==> src/sv/tth_pkg.sv <==
// Shared types, character codes and string-update functions for the time text parser.
package tth_pkg;

    localparam int NumDigits = 6;

    localparam logic [2:0] CountFull = 3'd7;
    localparam logic [2:0] CountMax  = 3'd6;
    localparam logic [6:0] HourNoon  = 7'd12;
    localparam logic [6:0] HourTwenty = 7'd20;
    localparam logic [6:0] HourTen   = 7'd10;

    // ASCII codes; letters are compared after folding to lower case
    localparam logic [7:0] CaseBit    = 8'h20;
    localparam logic [7:0] CharLowO   = 8'h6F;
    localparam logic [7:0] CharLowL   = 8'h6C;
    localparam logic [7:0] CharLowI   = 8'h69;
    localparam logic [7:0] CharLowA   = 8'h61;
    localparam logic [7:0] CharLowP   = 8'h70;
    localparam logic [7:0] CharDot    = 8'h2E;
    localparam logic [7:0] CharColon  = 8'h3A;
    localparam logic [7:0] CharZero   = 8'h30;
    localparam logic [7:0] CharNine   = 8'h39;

    typedef logic [3:0] t_digit;
    typedef t_digit [NumDigits-1:0] t_digits;

    typedef enum logic [1:0] {
        MARK_NONE = 2'd0,
        MARK_AM   = 2'd1,
        MARK_PM   = 2'd2
    } t_mark;

    typedef enum logic [1:0] {
        KIND_CLOCK   = 2'd0,
        KIND_MINUTES = 2'd1,
        KIND_SECONDS = 2'd2
    } t_kind;

    typedef struct packed {
        t_digits    digits;
        logic [2:0] count;
        t_mark      mark;
    } t_text;

    // At count 1, 3 or allowed 5: move the last digit one place right, a zero before it.
    function automatic t_text pad_pair(t_text s, logic allow_five);
        t_text n;
        n = s;
        if (s.count == 3'd1 || s.count == 3'd3 || (allow_five && s.count == 3'd5)) begin
            for (int i = 1; i < NumDigits; i++) begin
                if (s.count == 3'(i)) begin
                    n.digits[i]   = s.digits[i-1];
                    n.digits[i-1] = '0;
                end
            end
            n.count = s.count + 3'd1;
        end
        return n;
    endfunction

    // Fold one character into the string state.
    function automatic t_text take_char(t_text s, logic [7:0] c);
        t_text      n;
        logic [7:0] lc;
        logic       push;
        t_digit     d;
        n    = s;
        lc   = c | CaseBit;
        push = 1'b0;
        d    = '0;
        if (lc == CharLowO) begin
            push = 1'b1;
        end else if (lc == CharLowL || lc == CharLowI) begin
            push = 1'b1;
            d    = 4'd1;
        end else if (lc == CharLowA) begin
            n.mark = MARK_AM;
        end else if (lc == CharLowP) begin
            n.mark = MARK_PM;
        end else if (c == CharDot || c == CharColon) begin
            n = pad_pair(s, 1'b0);
        end else if (c >= CharZero && c <= CharNine) begin
            push = 1'b1;
            d    = c[3:0];
        end
        if (push) begin
            if (s.count < CountMax) begin
                for (int i = 0; i < NumDigits; i++) begin
                    if (s.count == 3'(i)) begin
                        n.digits[i] = d;
                    end
                end
                n.count = s.count + 3'd1;
            end else begin
                n.count = CountFull;
            end
        end
        return n;
    endfunction

endpackage

==> src/sv/time_text_to_hhmmss.sv <==
// Top level: typed time string in, one HHMMSS result per string out.
// Path: an accepted character is held in the input register, then folded into the
//   string state; a last character instead loads the result register.
// Throughput: one character per cycle, set by the combinational update of the
//   six-digit buffer; a last character waits while a held result is not taken.
// Reset: synchronous, active low; clears both stage valids and the string state.
module time_text_to_hhmmss (
    input  logic        i_clk,
    input  logic        i_rst_n,
    input  logic        i_s_axis_tvalid,
    output logic        o_s_axis_tready,
    input  logic [7:0]  i_s_axis_tdata,   // [7:0] char_code
    input  logic        i_s_axis_tlast,   // end_of_text
    input  logic [2:0]  i_s_axis_tuser,   // [0] char_valid, [2:1] time_kind
    output logic        o_m_axis_tvalid,
    input  logic        i_m_axis_tready,
    output logic [23:0] o_m_axis_tdata,   // [3:0] hour_tens, [7:4] hour_units,
                                          // [11:8] minute_tens, [15:12] minute_units,
                                          // [19:16] second_tens, [23:20] second_units
    output logic [0:0]  o_m_axis_tuser    // [0] is_blank
);
    import tth_pkg::*;

    // input stage
    logic       r_in_valid;
    logic [7:0] r_in_char;
    logic       r_in_cvalid;
    logic       r_in_last;
    t_kind      r_in_kind;

    // string state carried between transactions
    t_text      r_text;
    t_text      n_text;

    // result stage
    logic       r_out_valid;
    t_digits    r_out_digits;
    logic       r_out_blank;

    t_digits    fin_digits;
    logic       fin_blank;
    logic       advance;

    // A plain character never needs the result register; a last one needs it free.
    assign advance = r_in_valid && (!r_in_last || !r_out_valid || i_m_axis_tready);
    assign o_s_axis_tready = !r_in_valid || advance;

    // A valid character on the last transaction is taken in before finishing.
    assign n_text = r_in_cvalid ? take_char(r_text, r_in_char) : r_text;

    tth_finish u_finish (
        .i_text   (n_text),
        .i_kind   (r_in_kind),
        .o_digits (fin_digits),
        .o_blank  (fin_blank)
    );

    always_ff @(posedge i_clk) begin
        if (!i_rst_n) begin
            r_in_valid  <= 1'b0;
            r_out_valid <= 1'b0;
            r_text      <= t_text'('0);
        end else begin
            if (o_s_axis_tready) begin
                r_in_valid <= i_s_axis_tvalid;
            end
            if (advance) begin
                // drop the string state once its result is issued
                r_text <= r_in_last ? t_text'('0) : n_text;
            end
            if (advance && r_in_last) begin
                r_out_valid <= 1'b1;
            end else if (i_m_axis_tready) begin
                r_out_valid <= 1'b0;
            end
        end
    end

    // payload registers: hold until the next load
    always_ff @(posedge i_clk) begin
        if (o_s_axis_tready && i_s_axis_tvalid) begin
            r_in_char   <= i_s_axis_tdata;
            r_in_cvalid <= i_s_axis_tuser[0];
            r_in_last   <= i_s_axis_tlast;
            r_in_kind   <= t_kind'(i_s_axis_tuser[2:1]);
        end
        if (advance && r_in_last) begin
            r_out_digits <= fin_digits;
            r_out_blank  <= fin_blank;
        end
    end

    assign o_m_axis_tvalid   = r_out_valid;
    assign o_m_axis_tdata    = r_out_digits;
    assign o_m_axis_tuser[0] = r_out_blank;

    // a finished string leaves the state at its reset value
    a_clear_after_last: assert property (@(posedge i_clk) disable iff (!i_rst_n)
        (advance && r_in_last) |=> (r_text.count == 3'd0 && r_text.mark == MARK_NONE))
        else $error("string state not cleared after last character");

    // an empty buffer holds only zero digits
    a_empty_zero: assert property (@(posedge i_clk) disable iff (!i_rst_n)
        (r_text.count == 3'd0) |-> (r_text.digits == t_digits'('0)))
        else $error("digits present with zero count");

    // a blank result carries no digits
    a_blank_zero: assert property (@(posedge i_clk) disable iff (!i_rst_n)
        (o_m_axis_tvalid && o_m_axis_tuser[0]) |-> (o_m_axis_tdata == 24'h000000))
        else $error("blank result with nonzero digits");

    // a new result appears only from an advancing last character
    a_result_source: assert property (@(posedge i_clk) disable iff (!i_rst_n)
        $rose(o_m_axis_tvalid) |-> $past(advance && r_in_last))
        else $error("result without a last character");

endmodule

==> src/sv/tth_finish.sv <==
// Finishing logic: pad, zero-fill, AM/PM correction and kind shift of the digit buffer.
module tth_finish (
    input  tth_pkg::t_text   i_text,
    input  tth_pkg::t_kind   i_kind,
    output tth_pkg::t_digits o_digits,
    output logic             o_blank
);
    import tth_pkg::*;

    t_text      padded;
    t_digits    filled;
    t_digits    fixed;
    logic [6:0] hour;
    logic [6:0] hour_adj;
    logic       adjust;

    always_comb begin
        padded = pad_pair(i_text, 1'b1);
        for (int i = 0; i < NumDigits; i++) begin
            filled[i] = (3'(i) < padded.count) ? padded.digits[i] : '0;
        end
    end

    assign hour = 7'(filled[0]) * HourTen + 7'(filled[1]);
    // an empty string keeps its zero digits whatever mark was seen
    assign adjust = (padded.count != 3'd0) &&
                    ((padded.mark == MARK_AM && hour == HourNoon) ||
                     (padded.mark == MARK_PM && hour < HourNoon));
    assign hour_adj = hour + HourNoon;

    always_comb begin
        fixed = filled;
        if (adjust) begin
            // adjusted hour lies in 12..24
            if (hour_adj >= HourTwenty) begin
                fixed[0] = 4'd2;
                fixed[1] = 4'(hour_adj - HourTwenty);
            end else begin
                fixed[0] = 4'd1;
                fixed[1] = 4'(hour_adj - HourTen);
            end
        end
    end

    always_comb begin
        case (i_kind)
            KIND_MINUTES: o_digits = {fixed[3:0], 8'h00};
            KIND_SECONDS: o_digits = {fixed[1:0], 16'h0000};
            default:      o_digits = fixed;
        endcase
    end

    assign o_blank = (i_text.count == 3'd0);

endmodule

==> config.mk <==
export PLATFORM = sky130hd
export DESIGN_NAME = time_text_to_hhmmss
export DESIGN_NICKNAME = d
export VERILOG_FILES = /design/src/sv/tth_pkg.sv /design/src/sv/time_text_to_hhmmss.sv /design/src/sv/tth_finish.sv
export SDC_FILE = /design/constraint.sdc
export NUM_CORES = 1
export LEC_CHECK = 0
export BUFFER_PORTS_ARGS = -buffer_cell sky130_fd_sc_hd__buf_2
export CORE_MARGIN = 1.5
export CORE_UTILIZATION = 45
export DETAILED_ROUTE_END_ITERATION = 6
export PLACE_DENSITY = 0.61
export SLEW_MARGIN = 20
export SYNTH_ARGS = -nofsm -noshare
export SYNTH_HDL_FRONTEND = slang
export SYNTH_SLANG_ARGS = --single-unit
==> constraint.sdc <==
create_clock -name i_clk -period 8.2 [get_ports i_clk]
set_input_delay 1.64 -clock i_clk [delete_from_list [all_inputs] [get_ports i_clk]]
set_output_delay 1.64 -clock i_clk [all_outputs]
set_load 0.01 [all_outputs]
# Word-level counts from Yosys, hierarchy flattened
# Index checks and enable logic that the tools add are counted.
[word_totals]
word_cells = 137
register_bits = 68
out_inout_bits = 27
inputBits = 16
[classes]
n_eq_ne = 22
mul = 1
n_reduce_logical = 23
n_mux = 53
magnitude_cmp = 11
add_sub_neg = 6
[op_table]
columns = ["operator", "count"]
rows = [
  ["29-bit two-way mux", 5],
  ["27-bit two-way mux", 5],
  ["8-bit two-way mux", 12],
  ["4-bit two-way mux", 18],
  ["24-bit case mux with 2 select lines", 1],
  ["7-bit by 6-bit == test with 1-bit output, second input constant", 5],
  ["24-bit two-way mux", 1],
  ["8-bit by 6-bit == test with 1-bit output, second input constant", 2],
  ["3-bit by 2-bit == test with 1-bit output, second input constant", 4],
  ["3-bit == test, second input constant", 4],
  ["1-bit logical OR", 9],
  ["8-bit by 6-bit greater-or-equal comparator with 1-bit output, second input constant", 1],
  ["8-bit by 6-bit <= comparator with 1-bit output, second input constant", 1],
  ["1-bit two-way mux", 8],
  ["7-bit by 4-bit adder with 7-bit output", 1],
  ["7-bit by 4-bit adder with 7-bit output, second input constant", 1],
  ["7-bit by 4-bit == test with 1-bit output, second input constant", 1],
  ["7-bit by 5-bit greater-or-equal comparator with 1-bit output, second input constant", 1],
  ["1-bit logical AND", 7],
  ["7-bit by 4-bit less-than comparator with 1-bit output, second input constant", 1],
  ["3-bit by 1-bit adder with 3-bit output, second input constant", 2],
  ["3-bit by 1-bit == test with 1-bit output, second input constant", 2],
  ["3-bit logical NOT", 2],
  ["1-bit by 3-bit less-than comparator with 1-bit output, first input constant", 2],
  ["13 further kinds", 20],
]

# Depth between registers and ports, before layout
[depth]
depth_word = 33
ltp_mapped = 30
depth_no_buf = 28

# Modules after synthesis
# A second synthesis with hierarchy kept.
[hier_totals]
hier_cells = 605
area_unflattened_um2 = 5148.7
[modules_own_cells]
columns = ["mod", "n_inst", "area_each_um2", "seq_area_each_um2", "cells_each"]
rows = [
  ["time_text_to_hhmmss", 1, 3517.1, 1731.7, 364],
  ["tth_finish", 1, 1631.6, 0.0, 241],
]

# Worst setup path before layout
# No wires, ideal clock.
[synth_path]
kind = "register -> register"
startpoint = "register r_text[3] (netlist name)"
endpoint = "register r_out_digits (netlist bit o_m_axis_tdata[15]), data pin"
n_path_buf = 4
arrival_ns = 5.782
stages_incl_launch_ff = 29
t_required_ns = 7.927
setup_slack_ns = 2.145
setup_ns = 0.273
cell_sequence = "dfxtp_1 > inv_1 > ha_1 > clkbuf_1 > nor2b_1 > o2111ai_1 > buf_2 > o21ai_0 > o22a_1 > buf_4 > ha_1 > clkbuf_1 > or2_2 > and3_1 > nand2_1 > o21ai_0 > nor2_1 > ha_1 > ha_1 > fa_1 > nor2b_1 > a32oi_1 > xnor3_1 > a21oi_1 > o221ai_1 > nor2b_1 > o21a_1 > o2111ai_1 > o221ai_1"
[synth_lines]
columns = ["element", "line_no", "source"]
rows = [
  ["start: declaration", "time_text_to_hhmmss.sv:32", "t_text r_text;"],
  ["start signal: assignment", "time_text_to_hhmmss.sv:62", "r_text <= t_text'('0);"],
  ["start signal: assignment", "time_text_to_hhmmss.sv:69", "r_text <= r_in_last ? t_text'('0) : n_text;"],
  ["end signal: assignment", "time_text_to_hhmmss.sv:88", "r_out_digits <= fin_digits;"],
  ["end: declaration", "time_text_to_hhmmss.sv:37", "t_digits r_out_digits;"],
]

==> run summary <==
final setup fails -> 0
register area share after synthesis -> 34.71%
Power Internal -> 0.5283 mW
slew at the pin with the worst max-slew slack -> 859.4 ps
filler instances -> 1,084
most frequent CP cell -> ha_1
EDFF count, synth -> 37
Sw Share -> 25.98%
R2R Path Start -> r_text[3]$_SDFFE_PN0P_
Tmin final -> 7463 ps
Leak -> 1.999 nW
CP peak stage delay -> 530 ps
combinational share of power -> 7.1%
Final Skew -> 15.79 ps
vias in the first global route -> 4,323
CP max-delay cell -> dfxtp_1
worst reg2reg path depth -> 24
Syn Inst Count -> 571
Bufs and invs on worst path -> 2
placed wire-length estimate -> 11,180 µm
Crit. End Element -> flip-flop
Tcrit/Tclk final -> 91.01%
ant diodes -> 0
Ys Warns -> 0
layout net count -> 641
Mean Syn Cell Area -> 8.736 µm²
DIE AREA -> 11,730 µm²
layout cells sized above 1 -> 14.64%
Chip Width -> 108.3 µm
first-pass GRT wire length -> 23,430 µm
outcome -> complete, no violations
Initial Utilization -> 46.02%
CTS tree -> done
Pwr per Cell Area -> 129.6 nW/µm²
final wirelength -> 14,920 µm
Worst Hold Class -> reg -> reg
#FFs+latches synth -> 68
Fin Setup TNS -> 0 ps
Netlist Area Pre-Place -> 4989 µm²
P&R area growth vs syn -> 10.38%
post-route cell area -> 5507 µm²
PortBufs -> 42
Util after Layout -> 50.80%
Setup CP Type -> reg -> reg
Die Ht -> 108.3 µm
fraction of registers with async set/reset -> 0%
Clock Latency Late Sink -> 380 ps
max_cap viols -> 0
IO Count -> 43
CTS H-Tree Depth -> 3
Fin. Hold Viols -> 0
RSZ-0062 raised after global routing -> false
r2r endpoint -> o_m_axis_tdata[15]$_DFFE_PP_
CTS Root Cell -> clkbuf_8
Clock power frac -> 41.1%
WHS Path Cells -> 2
synth unique cells -> 75
crit path launch type -> flip-flop
Routed WL per cell -> 19.95 µm
initial antenna violation count -> 0
Avg Vias per Cell -> 6.251
worst vdd rail ir drop -> 0.0001563 V
WHS Endpoint -> r_text[28]$_SDFFE_PN0P_
GRT Total Usage -> 26.68%
critical path depth -> 24
first-pass detailed-route iteration total -> 5
max_slew headroom -> 42.36%
Worst-path clk slew -> 90 ps
Max Fclk -> 0.1340 GHz
CP Data Arrival Time -> 7670 ps
DRC -> 0
DRT iter0 DRCs -> 428
largest net degree at the start of global routing -> 34
Max FO, Critical Path -> 14
Placed Area -> 5300 µm²
FP Rows -> 38
TritonCTS buffer count -> 9
clk buf depth -> 2
sequential power share -> 51.9%
Worst Min Path Start -> r_text[28]$_SDFFE_PN0P_
CORE AREA -> 10,840 µm²
# clock sinks -> 68
Slew Viols, Final -> 0
antenna viol nets, final -> 0
RD Place Congestion -> 0.9917
total power -> 0.7136 mW
CP top delay family -> simple AND/OR/NAND/NOR gates
required time of the critical path -> 8410 ps
ys flop type -> edfxtp_1
syn_nets -> 609
Worst R2R Setup Slack -> 740 ps
CP cell instances -> ha_1, ha_1, o2111ai_2, o21ai_0, or3_4, inv_2, ha_1, or2_2, and3_1, nand2_1, o21ai_0, nor2b_1, ha_1, ha_1, xor2_1, inv_1, ha_1, nor4_1, a21oi_1, o221ai_1, nor2b_1, o21a_1, o2111ai_1, o221ai_1
vias post-DR -> 4,676
sw power -> 0.1854 mW
gr ovfl total -> 0
## registers in the layout (all words and copies together), names as in the netlist
name / count
r_text: 29
r_in_kind: 2
o_m_axis_tvalid: 1
o_m_axis_tuser: 1
r_in_char: 8
r_in_valid: 1
o_m_axis_tdata: 24
r_in_cvalid: 1
r_in_last: 1
## placed cells by master (no fill, tap or decap), types with 21 or more instances in the layout
master / n
nand2_1: 71
buf_2: 42
o21ai_0: 40
nor2_1: 37
edfxtp_1: 37
dfxtp_1: 31
a21oi_1: 29
and2_1: 24
nor2b_1: 23
a22oi_1: 21
## layout make-up
cell class                 count  area (µm²)  share of cell area, %
tap                          140       175.2                  3.181
clock buffer                  10       137.6                  2.499
sequential                    68        1732                  31.45
timing repair buffer          48       255.2                  4.635
multi-input combinational    454        3062                  55.60
inverter                      22       82.58                  1.500
clock inverter                 6       62.56                  1.136
## cell usage after synthesis, drive strengths merged (10+ instances only)
| library cell | number | area [µm²] |
|---|---|---|
| a211oi | 12 | 90.09 |
| and2 | 24 | 150.1 |
| a22oi | 23 | 182.7 |
| nand3 | 10 | 50.05 |
| edfxtp | 37 | 1111 |
| ha | 20 | 250.2 |
| o21ai | 42 | 210.2 |
| dfxtp | 31 | 620.6 |
| mux2i | 13 | 130.1 |
| a21oi | 30 | 153.9 |
| nor2 | 38 | 142.6 |
| nor2b | 23 | 143.9 |
| clkbuf | 21 | 80.07 |
| inv | 22 | 82.58 |
| nand2 | 71 | 266.5 |
## layer usage
metal / GRT usage (%) / wire length, µm / up-vias
li1: - / - / 2215
met5: 0 / 0 / -
met4: 9.398 / 337 / 0
met1: 38.72 / 6844 / 2203
met2: 37.84 / 6434 / 231
met3: 7.173 / 1303 / 27
## how the worst max path moves through the flow
stage | start | to | slack, ps
after global routing | r_text[4]$_SDFFE_PN0P_ | o_m_axis_tdata[22]$_DFFE_PP_ | 100
after global placement | r_text[4]$_SDFFE_PN0P_ | o_m_axis_tdata[15]$_DFFE_PP_ | 870
after floorplan | r_text[3]$_SDFFE_PN0P_ | o_m_axis_tdata[15]$_DFFE_PP_ | 2150
after CTS | r_text[4]$_SDFFE_PN0P_ | o_m_axis_tdata[22]$_DFFE_PP_ | 550
after detailed placement | r_text[4]$_SDFFE_PN0P_ | o_m_axis_tdata[22]$_DFFE_PP_ | 630
final | r_text[3]$_SDFFE_PN0P_ | o_m_axis_tdata[15]$_DFFE_PP_ | 740
## worst register-to-register path, stage by stage, from the launching register on
cell	delay [ps]
dfxtp_1	530
ha_1	220
ha_1	470
o2111ai_2	410
o21ai_0	410
or3_4	270
inv_2	80
ha_1	290
or2_2	440
and3_1	250
nand2_1	140
o21ai_0	230
nor2b_1	410
ha_1	310
ha_1	370
xor2_1	350
inv_1	170
ha_1	280
nor4_1	380
a21oi_1	70
o221ai_1	200
nor2b_1	340
o21a_1	200
o2111ai_1	210
o221ai_1	250
## power groups by stage
stage	sequential, mW	clock, mW	combinational [mW]
detailed placement	0.378	0	0.0495
finish	0.370	0.293	0.0504
floorplan	0.378	0	0.0314
CTS	0.370	0.298	0.0497
global placement	0.378	0	0.0491
global route	0.371	0.312	0.0548
## kinds of logic (layout without fill, tap and decap cells)
kind of cell / Yosys count / after routing / synth area share (%)
xor gates and xnor gates: 9 / 9 / 2.308
and+or+nand+nor: 215 / 215 / 22.50
muxes: 13 / 13 / 2.608
AOI/OAI and AO/OA: 195 / 195 / 27.97
DFF: 68 / 68 / 34.71
adders and majority gates: 22 / 22 / 5.819
buffers and inverters: 49 / 86 / 4.088
## metrics by stage
step	hold WS (ps)	setup slack, ps	std cells
floorplan	481.6	2145	571
global placement	492.9	867.3	732
detailed placement	507.0	632.6	732
CTS	526.9	547.1	748
global route	547.7	102.3	748
finish	525.2	737.1	748
## timing repair
action	in CTS	in global routing
buffers inserted	0	0
resized for setup	0	1
hold buffers	0	0
endpoints found under the setup margin	0	14
Note: power is estimated with default switching activity, not from simulation.
